## src/hw/rtl/adt_pkg.sv

```systemverilog
// ----------------------------------------------------------------------------
// adt_pkg
// Types and constants shared by the difficulty target datapath.
// ----------------------------------------------------------------------------
package adt_pkg;

  localparam int NDIV = 63;
  localparam int PW   = 273;
  localparam int NST  = 2 + NDIV + 8;

  localparam logic [2:0] CFG_SPACING = 3'd0;
  localparam logic [2:0] CFG_HALVING = 3'd1;
  localparam logic [2:0] CFG_LIMIT0  = 3'd2;
  localparam logic [2:0] CFG_LIMIT1  = 3'd3;
  localparam logic [2:0] CFG_LIMIT2  = 3'd4;
  localparam logic [2:0] CFG_LIMIT3  = 3'd5;

  localparam logic [47:0] POLY_C1 = 48'd195766423245049;
  localparam logic [29:0] POLY_C2 = 30'd971821376;
  localparam logic [12:0] POLY_C3 = 13'd5127;
  localparam logic [63:0] POLY_RND = 64'd140737488355328;
  localparam logic [63:0] SCHED_MAX = 64'd562949953421312;

  typedef struct packed {
    logic [63:0]        anchor_word3;
    logic [63:0]        anchor_word2;
    logic [63:0]        anchor_word1;
    logic [63:0]        anchor_word0;
    logic signed [47:0] elapsed_time;
    logic [31:0]        height_gap;
  } in_item_t;

  typedef struct packed {
    logic         sign;
    logic [62:0]  dq;
    logic [31:0]  rem;
    logic [31:0]  dvs;
    logic [255:0] anchor;
  } div_t;

endpackage

```

## src/hw/rtl/adt_front.sv

```systemverilog
// ----------------------------------------------------------------------------
// adt_front
// Schedule product, drift saturation and divider operand setup (two stages).
// ----------------------------------------------------------------------------
module adt_front (
  input  logic             clk,
  input  logic [1:0]       en,
  input  adt_pkg::in_item_t in_item,
  input  logic [31:0]      spacing,
  input  logic [31:0]      halving,
  output adt_pkg::div_t    div_o
);

  localparam logic signed [50:0] DLIM = 51'sd140737488355327;

  logic [255:0]       a_anchor_r;
  logic signed [47:0] a_elapsed_r;
  logic [63:0]        a_sched_r;
  logic [32:0]        gap1;
  logic [64:0]        sched_full;
  logic signed [50:0] diff;
  logic signed [47:0] drift;
  logic [47:0]        neg_drift;
  logic [46:0]        mag;
  adt_pkg::div_t      div_r;

  assign gap1       = {1'b0, in_item.height_gap} + 33'd1;
  assign sched_full = 65'(spacing) * 65'(gap1);

  always_ff @(posedge clk) begin
    if (en[0]) begin
      a_anchor_r  <= {in_item.anchor_word3, in_item.anchor_word2,
                      in_item.anchor_word1, in_item.anchor_word0};
      a_elapsed_r <= in_item.elapsed_time;
      a_sched_r   <= sched_full[63:0];
    end
  end

  always_comb begin
    diff = $signed({{3{a_elapsed_r[47]}}, a_elapsed_r}) - $signed({1'b0, a_sched_r[49:0]});
    if (a_sched_r > adt_pkg::SCHED_MAX) begin
      drift = -DLIM[47:0];
    end else if (diff > DLIM) begin
      drift = DLIM[47:0];
    end else if (diff < -DLIM) begin
      drift = -DLIM[47:0];
    end else begin
      drift = diff[47:0];
    end
    neg_drift = -drift;
    mag = drift[47] ? neg_drift[46:0] : drift[46:0];
  end

  always_ff @(posedge clk) begin
    if (en[1]) begin
      div_r.sign   <= drift[47];
      div_r.dq     <= {mag, 16'd0};
      div_r.rem    <= 32'd0;
      div_r.dvs    <= (halving == 32'd0) ? 32'd1 : halving;
      div_r.anchor <= a_anchor_r;
    end
  end

  assign div_o = div_r;

endmodule

```

## config.mk

```make
export PLATFORM = sky130hd
export DESIGN_NAME = adt_front
export DESIGN_NICKNAME = d
export VERILOG_FILES = /design/src/hw/rtl/adt_pkg.sv /design/src/hw/rtl/adt_front.sv
export SDC_FILE = /design/constraint.sdc
export NUM_CORES = 2
export LEC_CHECK = 0
export BUFFER_PORTS_ARGS = -buffer_cell sky130_fd_sc_hd__buf_2
export CAP_MARGIN = 20
export CELL_PAD_IN_SITES_DETAIL_PLACEMENT = 1
export CELL_PAD_IN_SITES_GLOBAL_PLACEMENT = 2
export CORE_MARGIN = 5
export CORE_UTILIZATION = 43
export DETAILED_ROUTE_END_ITERATION = 8
export GPL_ROUTABILITY_DRIVEN = 0
export HOLD_SLACK_MARGIN = 0.02
export PLACE_DENSITY_LB_ADDON = 0.08
export SETUP_SLACK_MARGIN = 0.15
export SYNTH_ARGS = -nofsm -noshare
export SYNTH_HDL_FRONTEND = slang
export SYNTH_SLANG_ARGS = --single-unit
```

## constraint.sdc

```tcl
create_clock -name clk -period 16.45 [get_ports clk]
set_input_delay 1.645 -clock clk [delete_from_list [all_inputs] [get_ports clk]]
set_output_delay 1.645 -clock clk [all_outputs]
set_load 0.02 [all_outputs]
```

==> metrics.csv <==
metric;value;unit
# hold bufs at CTS;0;
Final period util;76.6;%
setup bufs post-CTS;0;
standard-cell rows;139;
outcome;finished clean;
kind of end point of the critical path;flop;
Total Routing Usage GR;28.4;%
area of the core;143000;um^2
Min-Delay Path Depth;0;
Max clock buf depth;3;
drt first pass iters;7;
WL final;216000;um
synthesis warning total;0;
commonest non-fill, non-tap cells in the layout;inv_1, fa_1, buf_2, edfxtp_1, nand2_1;
FF+latch count, synth;704;
Tmin final;12.59;ns
Crit path largest cell delay;1.06;ns
CTS Buf Count;67;
die height;390;um
CTS root buf;clkbuf_16;
GR Overflow Total;0;
# IOs;787;
Setup Crit Path Kind;in -> reg;
fill count;15593;
worst rel slew slack;17.0;%
CTS sink cnt;704;
RR Startpoint;a_elapsed_r[29]$_DFFE_PP_;
clk_lat worst skew;0.64;ns
vias per inst;5.29;
Worst Hold Class;reg -> reg;
Peak Freq;79.4;MHz
max-cap viol count;0;
clock-pin slew on the worst setup and hold paths;0.07;ns
crit path launch type;input port;
Worst EP required;16.82;ns
initial antenna violation count;53;
Min-Delay Startpoint;a_anchor_r[107]$_DFFE_PP_;
first-pass GRT wire length;319000;um
hpwl dp;169000;um
# nets final;7769;
R2R Setup Slk;8.58;ns
Worst EP arrival;12.97;ns
Mean Syn Cell Area;11.2;um^2
Tightest Pin Transition;1.23;ns
Final Slew Violations;0;
Most used DFF post-synth;edfxtp_1;
1st-iter DRT viols;2709;
Mapped Area;62000;um^2
Area Overhead vs Synth;12.5;%
# setup viols final;0;
initial core utilization;43.2;%
Final Skew;0.0355;ns
ratio of cells with drive above 1 in the final layout;15.7;%
Post-synth EDFFs;704;
vias in the first global route;47166;
H-tree Lvls;3;
PostCTS Resize Cnt;0;
post-synthesis sequential area ratio;34.1;%
drt drc;0;
most common cell after layout, fill and taps aside;inv_1;
via count;42892;
Die W;390;um
Final Hold Vio Count;0;
Detail Route Antenna Nets;0;
Yosys cell types;97;
Register-to-Register Path Depth;19;
Crit-path slowest cell;nor4_1;
RSZ-0062 raised after global routing;no;
worst-path maximum fanout;34;
TritonCTS clock tree;yes;
input/output buffers;738;
die area;152000;um^2
synthesized instance count;5543;
largest net degree at the start of global routing;144;
Worst Setup SP;in_item[0];
Async SR Flop Fraction;0;%
most numerous cell on the critical path;fa_1;
setup TNS;0;ns
WL/cell;26.6;um
[critical path: cells and delay by family]
kind            cells  cell delay (ns)
buf+inv             7             1.21
compound gates      6             1.94
fa+ha+maj           9             4.43
simple gates       10             3.49
xor+xnor            1             0.19
[path summary, 6_finish.rpt]
kind,end
max,a_sched_r[58]$_DFFE_PP_
min,div_o[107]$_DFFE_PP_
max reg2reg,div_o[364]$_DFFE_PP_
min reg2reg,div_o[107]$_DFFE_PP_
[cell type report]
class | count | area, um^2 | share of cell area, %
inverters | 981 | 3680 | 5.28
diodes | 21 | 52.6 | 0.0753
clock inverters | 34 | 435 | 0.624
multi-input cells | 3577 | 36100 | 51.8
well taps | 1903 | 2380 | 3.41
repair buffers | 799 | 4190 | 6.00
clock buffers | 82 | 1780 | 2.55
flip-flops and latches | 704 | 21100 | 30.3
[cells by family after synthesis]
logic type	synth area share, %
other cells	0.00605
flops	34.1
fa+ha+maj	36.2
simple gates	13.7
buf+inv	8.32
xor+xnor	1.81
mux	0.196
compound gates	5.72
[metrics by stage]
stage               std cells  hold WS (ns)  area (um^2)  utilization, %  setup WS (ns)
detailed placement       7964         0.405        67500            47.0           3.28
finish                   8101         0.406        69800            48.6           3.86
CTS                      8080         0.410        69700            48.6           3.92
global route             8089         0.415        69700            48.6           3.39
floorplan                5590         0.400        62200               -           5.73
global placement         7962         0.400        67500            47.0           3.52
[routing by layer]
metal	part of all wire, %	vias up	track usage (%)
met5	0.085	-	0
met4	2.8	26	7.59
met3	6.0	272	4.15
met2	51	1265	50.6
met1	40	22587	36.3
li1	-	18742	-
[cell usage after synthesis (all sizes together), types with 11 or more instances]
cell | n | share of area (%)
o21ai | 96 | 0.77
buf | 72 | 0.83
mux2i | 11 | 0.18
o21bai | 18 | 0.22
a21o | 63 | 0.76
and3 | 32 | 0.32
nand2b | 28 | 0.28
o211ai | 17 | 0.22
nand2 | 605 | 3.7
nor3 | 46 | 0.40
xor2 | 41 | 0.59
clkbuf | 256 | 1.5
a31oi | 21 | 0.21
o31ai | 11 | 0.13
inv | 980 | 5.9
fa | 926 | 30
a211oi | 19 | 0.25
nor2b | 39 | 0.39
xnor2 | 86 | 1.2
o21a | 30 | 0.36
and2 | 572 | 5.8
ha | 310 | 6.3
nor4 | 36 | 0.38
nand3 | 63 | 0.52
a21oi | 153 | 1.2
edfxtp | 704 | 34
or3 | 20 | 0.20
nor2 | 111 | 0.68
nand4 | 33 | 0.34
[sequential cells by signal, summed over array words and instances (netlist names)]
name and count:
a_sched_r 64, div_o 336, a_anchor_r 256, a_elapsed_r 48
Power is left out: the tool's default activity adds up to more than one toggle a clock period on the data nets, which glitch-free logic cannot reach.
