[config.mk]
export PLATFORM = sky130hd
export DESIGN_NAME = adt_div_cell
export DESIGN_NICKNAME = d
export VERILOG_FILES = /design/src/hw/rtl/adt_pkg.sv /design/src/hw/rtl/adt_div_cell.sv
export SDC_FILE = /design/constraint.sdc
export NUM_CORES = 1
export LEC_CHECK = 0
export BUFFER_PORTS_ARGS = -buffer_cell sky130_fd_sc_hd__buf_2
export CAP_MARGIN = 20
export CELL_PAD_IN_SITES_DETAIL_PLACEMENT = 1
export CELL_PAD_IN_SITES_GLOBAL_PLACEMENT = 2
export CORE_AREA = 2 2 296 298
export DETAILED_ROUTE_END_ITERATION = 12
export DIE_AREA = 0 0 298 300
export GPL_ROUTABILITY_DRIVEN = 1
export PLACE_DENSITY = 0.48
export SYNTH_ARGS = -nofsm -noshare
export SYNTH_HDL_FRONTEND = slang
export SYNTH_SLANG_ARGS = --single-unit
[constraint.sdc]
create_clock -name clk -period 7.95 [get_ports clk]
set_clock_uncertainty 0.1 [all_clocks]
set_input_delay 1.59 -clock clk [delete_from_list [all_inputs] [get_ports clk]]
set_output_delay 1.59 -clock clk [all_outputs]
set_load 0.1 [all_outputs]
[src/hw/rtl/adt_pkg.sv]
// ----------------------------------------------------------------------------
// adt_pkg
// Types and constants shared by the difficulty target datapath.
// ----------------------------------------------------------------------------
package adt_pkg;

  localparam int NDIV = 63;
  localparam int PW   = 273;
  localparam int NST  = 2 + NDIV + 8;

  localparam logic [2:0] CFG_SPACING = 3'd0;
  localparam logic [2:0] CFG_HALVING = 3'd1;
  localparam logic [2:0] CFG_LIMIT0  = 3'd2;
  localparam logic [2:0] CFG_LIMIT1  = 3'd3;
  localparam logic [2:0] CFG_LIMIT2  = 3'd4;
  localparam logic [2:0] CFG_LIMIT3  = 3'd5;

  localparam logic [47:0] POLY_C1 = 48'd195766423245049;
  localparam logic [29:0] POLY_C2 = 30'd971821376;
  localparam logic [12:0] POLY_C3 = 13'd5127;
  localparam logic [63:0] POLY_RND = 64'd140737488355328;
  localparam logic [63:0] SCHED_MAX = 64'd562949953421312;

  typedef struct packed {
    logic [63:0]        anchor_word3;
    logic [63:0]        anchor_word2;
    logic [63:0]        anchor_word1;
    logic [63:0]        anchor_word0;
    logic signed [47:0] elapsed_time;
    logic [31:0]        height_gap;
  } in_item_t;

  typedef struct packed {
    logic         sign;
    logic [62:0]  dq;
    logic [31:0]  rem;
    logic [31:0]  dvs;
    logic [255:0] anchor;
  } div_t;

endpackage

[src/hw/rtl/adt_div_cell.sv]
// ----------------------------------------------------------------------------
// adt_div_cell
// One restoring-division step: one quotient bit per cell.
// ----------------------------------------------------------------------------
module adt_div_cell (
  input  logic          clk,
  input  logic          en,
  input  adt_pkg::div_t div_i,
  output adt_pkg::div_t div_o
);

  logic [32:0]   trial;
  logic          ge;
  logic [32:0]   diff;
  adt_pkg::div_t div_nxt;
  adt_pkg::div_t div_r;

  always_comb begin
    trial   = {div_i.rem, div_i.dq[62]};
    ge      = trial >= {1'b0, div_i.dvs};
    diff    = trial - {1'b0, div_i.dvs};
    div_nxt = div_i;
    div_nxt.rem = ge ? diff[31:0] : trial[31:0];
    div_nxt.dq  = {div_i.dq[61:0], ge};
  end

  always_ff @(posedge clk) begin
    if (en) begin
      div_r <= div_nxt;
    end
  end

  assign div_o = div_r;

endmodule

==> metrics.cfg, run 1 <==
[yosys]
ys_seq_elements = 384
syn_inst = 743
synthesis.area_mm2 = 0.01386
synth_seq_area_share = 0.8321
synth_cell_types = 49
synth_edf_count = 384
ys_warn_count = 0
synth_top_cell_area_share = 0.8321
synthesis.nets = 1162
synthArstFlopShare = 0
yosysTopAreaCell = edfxtp_1
synth-main-ff-cell = edfxtp_1
syn_avg_cell_area_um2 = 18.65
synth_area_leaders = edfxtp_1, ha_1, a21oi_1

[global_routing]
grt_max_degree = 131
grt_overflow_total = 0
grtUsageMet3 = 0.06908
grt_util_met1 = 0.1533
antenna_found_initial = 47
grt_pass1_vias = 10530
grt_use_total = 0.1423
top_usage_layer = met2
grt_use_met2 = 0.2378
grt_pass1_wl_mm = 88.52

[worst_setup_path]
cp-end-kind = flop
crit_family = compound AO/OA/AOI/OAI gates
cpMaxStageDelayCell = buf_4
cp-start-kind = input pin
cp_slowest_stage_delay_ns = 0.56
cp_max_fo = 56
cp.required_ns = 8.18
criticalPathCategory = in -> reg
crit_buf_inv = 3
crit_chain = buf_2 > inv_1 > ha_1 > o21ai_0 > a21oi_1 > a2111oi_0 > nor2_1 > a21o_1 > o21a_2 > buf_4 > mux2_4
crit_arrival_ns = 4.56

[sta]
setup_violations = 0
holdWs_ns = 1.066
slew_viol_final = 0
hold_viol_final = 0
clock.fmax_mhz = 231.0
slew_headroom = 0.2966
rsz0062_at_grt = false
finalCritPeriodShare = 0.5445
min_period_ns = 4.329
worst_slew_pin_slew_ns = 1.055
setup_tns_ns = 0

[clock_network]
h-tree-depth = 2
cts_root_buf = clkbuf_16
cts_tree = built
cts.sinks = 384
cts_resized = 0
clk_pin_slew_worst_paths_ns = 0.07
cts_made_buffers = 48
clk_path_buf_depth = 3
cts_setup_buffers = 0
postCtsHoldBufs = 0

[final_layout]
fin_util = 0.2411
final-instance-count-excl-fill = 2758
ff_latch_area_mm2 = 0.01153
fin_nets = 1969
multiInputGateArea_mm2 = 0.002044
largest_reg_flops = 384
num-fill-cells = 9661
drive_gt1_frac = 0.5390
area_growth_pct = 50.02

[placed_design]
dp.cells = 2655
hpwl_mm = 53.89
gp_congestion = 0.8381
io_buffers = 769

[drt]
vias_per_cell = 3.629
dr.pass1.iters = 4
routed_wl_mm = 66.36
drcViolationCount = 0
ant_nets = 0
drt_iter0_drc = 623
routedWlPerCell_um = 24.06
vias = 10010

[die]
dieArea_mm2 = 0.08940
num_rows = 108
start_util = 0.1607
ioPinCount = 770
die-width_um = 298
core-area_mm2 = 0.08621
dieHeight_um = 300

[outcome]
status = completed

[power]
seqPwrFrac = 0.373
total_leakage_power_uw = 0.008718
power_density_mw_per_mm2 = 320.0
p_int_uw = 4093
comb_power_share = 0.278
p_sw_uw = 2558
switching_share = 0.3846
vdd_drop_max_v = 0.0001455
clock_power_share = 0.348

[hold_path]
hp-class = in -> reg

[run]
cap_violations = 0

==> final cells by class <==
cell class	count	area share
Sequential cell	384	0.5546
Tap cell	1155	0.06951
Timing Repair Buffer	774	0.1880
Antenna cell	13	0.001565
Inverter	46	0.008305
Clock buffer	58	0.06060
Clock inverter	32	0.01902
Multi-Input combinational cell	296	0.09834
==> power by group through the flow <==
stage / registers [uW] / clock network (uW) / logic, uW
after floorplan: 3780 / 0 / 175
after global placement: 2520 / 0 / 1870
after detailed placement: 2520 / 0 / 1870
after CTS: 2490 / 2420 / 1870
after global routing: 2500 / 2480 / 1910
final: 2480 / 2320 / 1850
==> synthesized netlist by cell type (3+ instances only) <==
library cell / count
o21bai_1: 5
nand2b_1: 7
a21o_1: 8
nand4_1: 8
a2111oi_0: 3
and2_1: 3
inv_1: 46
nor2_1: 37
nor3_1: 3
edfxtp_1: 384
clkbuf_1: 6
xor2_1: 10
mux2_4: 8
o21ai_0: 17
buf_2: 5
nand3_1: 8
nand2_1: 24
o31ai_1: 7
a21oi_1: 54
buf_6: 5
xnor2_1: 16
ha_1: 32
o21ai_1: 4
o21a_1: 6
a211oi_1: 3
==> final timing paths <==
check             slack, ns                    to       start  cells after the start
setup / recovery       3.62  div_o[295]$_DFFE_PP_  div_i[259]                     11
hold / removal         1.07    div_o[9]$_DFFE_PP_    div_i[9]                      1
==> cell families after synthesis <==
family | synth area share
flops | 0.8321
fa+ha+maj | 0.03034
mux | 0.01011
buf+inv | 0.02049
xor+xnor | 0.01643
simple gates | 0.03774
compound gates | 0.05282
==> placed cells by master, fill, tap and decap left out, drive strengths merged, types with 3 or more instances in the layout <==
| cell type | synthesis | routed |
|---|---|---|
| nand3 | 8 | 8 |
| mux2 | 8 | 8 |
| and2 | 3 | 3 |
| clkbuf | 6 | 58 |
| diode | 0 | 13 |
| o31ai | 7 | 7 |
| inv | 46 | 46 |
| buf | 11 | 774 |
| nand4 | 8 | 8 |
| nand2b | 7 | 7 |
| nand2 | 24 | 24 |
| a21o | 8 | 8 |
| bufinv | 0 | 8 |
| a21oi | 55 | 55 |
| o21ai | 21 | 21 |
| xor2 | 10 | 10 |
| a211oi | 3 | 3 |
| ha | 32 | 32 |
| nor3 | 3 | 3 |
| clkinvlp | 0 | 3 |
| nor2 | 37 | 37 |
| a2111oi | 4 | 4 |
| o21a | 6 | 6 |
| edfxtp | 384 | 384 |
| o21bai | 5 | 5 |
| clkinv | 0 | 21 |
| xnor2 | 16 | 16 |
==> metal layers <==
layer / up-vias / routed length [um]
met1: 4866 / 23670
li1: 4484 / -
met3: 128 / 7598
met2: 503 / 31910
met5: - / 195
met4: 28 / 2978
==> stage by stage <==
stage / power (uW) / cell area (um^2) / setup slack, ns
CTS: 6779 / 20760 / 3.629
finish: 6652 / 20790 / 3.621
global placement: 4392 / 19100 / 3.022
detailed placement: 4396 / 19100 / 2.991
global route: 6892 / 20760 / 3.426
floorplan: 3950 / 13860 / 3.892
Note: power is estimated with default switching activity, not from simulation.
==> run 2, diff against run 1 <==
--- a/config.mk
+++ b/config.mk
@@ -13,7 +13,7 @@
 export DETAILED_ROUTE_END_ITERATION = 12
 export DIE_AREA = 0 0 298 300
 export GPL_ROUTABILITY_DRIVEN = 1
-export PLACE_DENSITY = 0.48
+export PLACE_DENSITY = 0.5
 export SYNTH_ARGS = -nofsm -noshare
 export SYNTH_HDL_FRONTEND = slang
 export SYNTH_SLANG_ARGS = --single-unit
==> constraint.sdc (replaced) <==
create_clock -name clk -period 3.5 [get_ports clk]
set_clock_uncertainty 0.1 [all_clocks]
set_input_delay 0.7 -clock clk [delete_from_list [all_inputs] [get_ports clk]]
set_output_delay 0.7 -clock clk [all_outputs]
set_load 0.1 [all_outputs]
==> metrics.cfg, run 2 (synthesis gave the netlist of run 1 again) <==
[die]
dieArea_mm2 = 0.08940
dieHeight_um = 300
start_util = 0.1607
ioPinCount = 770
core-area_mm2 = 0.08621
num_rows = 108
die-width_um = 298

[drt]
routedWlPerCell_um = 23.31
drt_iter0_drc = 604
routed_wl_mm = 66.41
vias_per_cell = 3.615
ant_nets = 0
drcViolationCount = 0
dr.pass1.iters = 5
vias = 10300

[final_layout]
area_growth_pct = 55.11
multiInputGateArea_mm2 = 0.002044
num-fill-cells = 9658
fin_nets = 2064
mostFrequentLayoutCell = buf_2
drive_gt1_frac = 0.5671
ff_latch_area_mm2 = 0.01153
design_area_mm2 = 0.02150
largest_reg_flops = 384
final_cell_mix = buf_2, edfxtp_1, buf_4
fin_util = 0.2493

[power]
total_leakage_power_uw = 0.009181
power_density_mw_per_mm2 = 696.9
vdd_drop_max_v = 0.0003854
total_power_uw = 14980

[hold_path]
hp-class = in -> reg
whs_path_depth = 1

[sta]
slew_viol_final = 0
min_period_ns = 3.078
slew_headroom = 0.4470
clock.fmax_mhz = 324.9
setup_violations = 0
hold_viol_final = 0
finalCritPeriodShare = 0.8794
rsz0062_at_grt = false
worst_slew_pin_slew_ns = 0.8295

[clock_network]
cts_root_buf = clkbuf_16
postCtsHoldBufs = 0
clk_pin_slew_worst_paths_ns = 0.07
h-tree-depth = 2
cts.sinks = 384
cts_made_buffers = 48
clk_path_buf_depth = 3
cts_tree = built
cts_setup_buffers = 0
cts_resized = 0

[global_routing]
grt_overflow_total = 0
grt_pass1_wl_mm = 89.15
grt_max_degree = 76
grt_use_total = 0.1422
grt_pass1_vias = 11030
antenna_found_initial = 43

[worst_setup_path]
cp-end-kind = flop
cp-start-kind = input pin
criticalPathCategory = in -> reg
crit_arrival_ns = 3.31
cp_max_fo = 6
cp.required_ns = 3.73

[placed_design]
io_buffers = 769
gp_congestion = 0.8547
hpwl_mm = 54.72
post_dp_cell_area_mm2 = 0.01992

[run]
cap_violations = 0

[outcome]
status = completed

-- run 2: cell types whose count changed in the layout (fill, tap and decap cells not counted), sizes merged --
cell,change
buf,+95
clkinvlp,+1
clkinv,-2
inv,+4
bufinv,-4
diode,-3
-- run 2: critical path, stage by stage --
cell,delay (ns)
buf_2,0.11
inv_1,0.05
ha_1,0.24
fa_1,0.26
nor2b_1,0.08
o2111ai_1,0.25
a21oi_1,0.15
o31ai_1,0.53
a21oi_2,0.10
buf_4,0.18
a211oi_1,0.29
xnor2_1,0.11
mux2_4,0.26
-- run 2: final timing paths --
check | start | end | slack (ns)
worst max-delay path | div_i[382] | div_o[318]$_DFFE_PP_ | 0.42
worst min-delay path | div_i[204] | div_o[204]$_DFFE_PP_ | 0.18
-- run 2: per-layer routing --
layer  vias to the layer above  global-route usage  routed length, um
met3                       117             0.06814               7138
met4                        24             0.05288               2583
met5                         -                   0                149
li1                       4674                   -                  -
met2                       474              0.2454              32810
met1                      5011              0.1502              23730
-- run 2: where the power goes --
part           switching (uW)  internal [uW]  total (uW)
registers                 118           5520        5640
clock network            2100           2880        4990
logic                    3620            730        4350
-- run 2: final cells by class --
type,count,area share
Timing Repair Buffer,869,0.2197
Clock inverter,31,0.01374
Inverter,46,0.008033
Antenna cell,10,0.001164
Tap cell,1155,0.06723
Multi-Input combinational cell,296,0.09511
Clock buffer,58,0.05861
Sequential cell,384,0.5364
-- run 2: per-stage QoR --
stage / cells / TNS [ns] / worst slack (ns) / hold WS, ns
after floorplan: 743 / 0 / 0.3319 / 0.6989
after global placement: 2750 / -1.534 / -0.2334 / 0.7775
after detailed placement: 2750 / -1.606 / -0.2541 / 0.7783
after CTS: 2839 / 0 / 0.3760 / 0.1165
after global routing: 2839 / 0 / 0.2035 / 0.1344
final: 2849 / 0 / 0.4222 / 0.1796
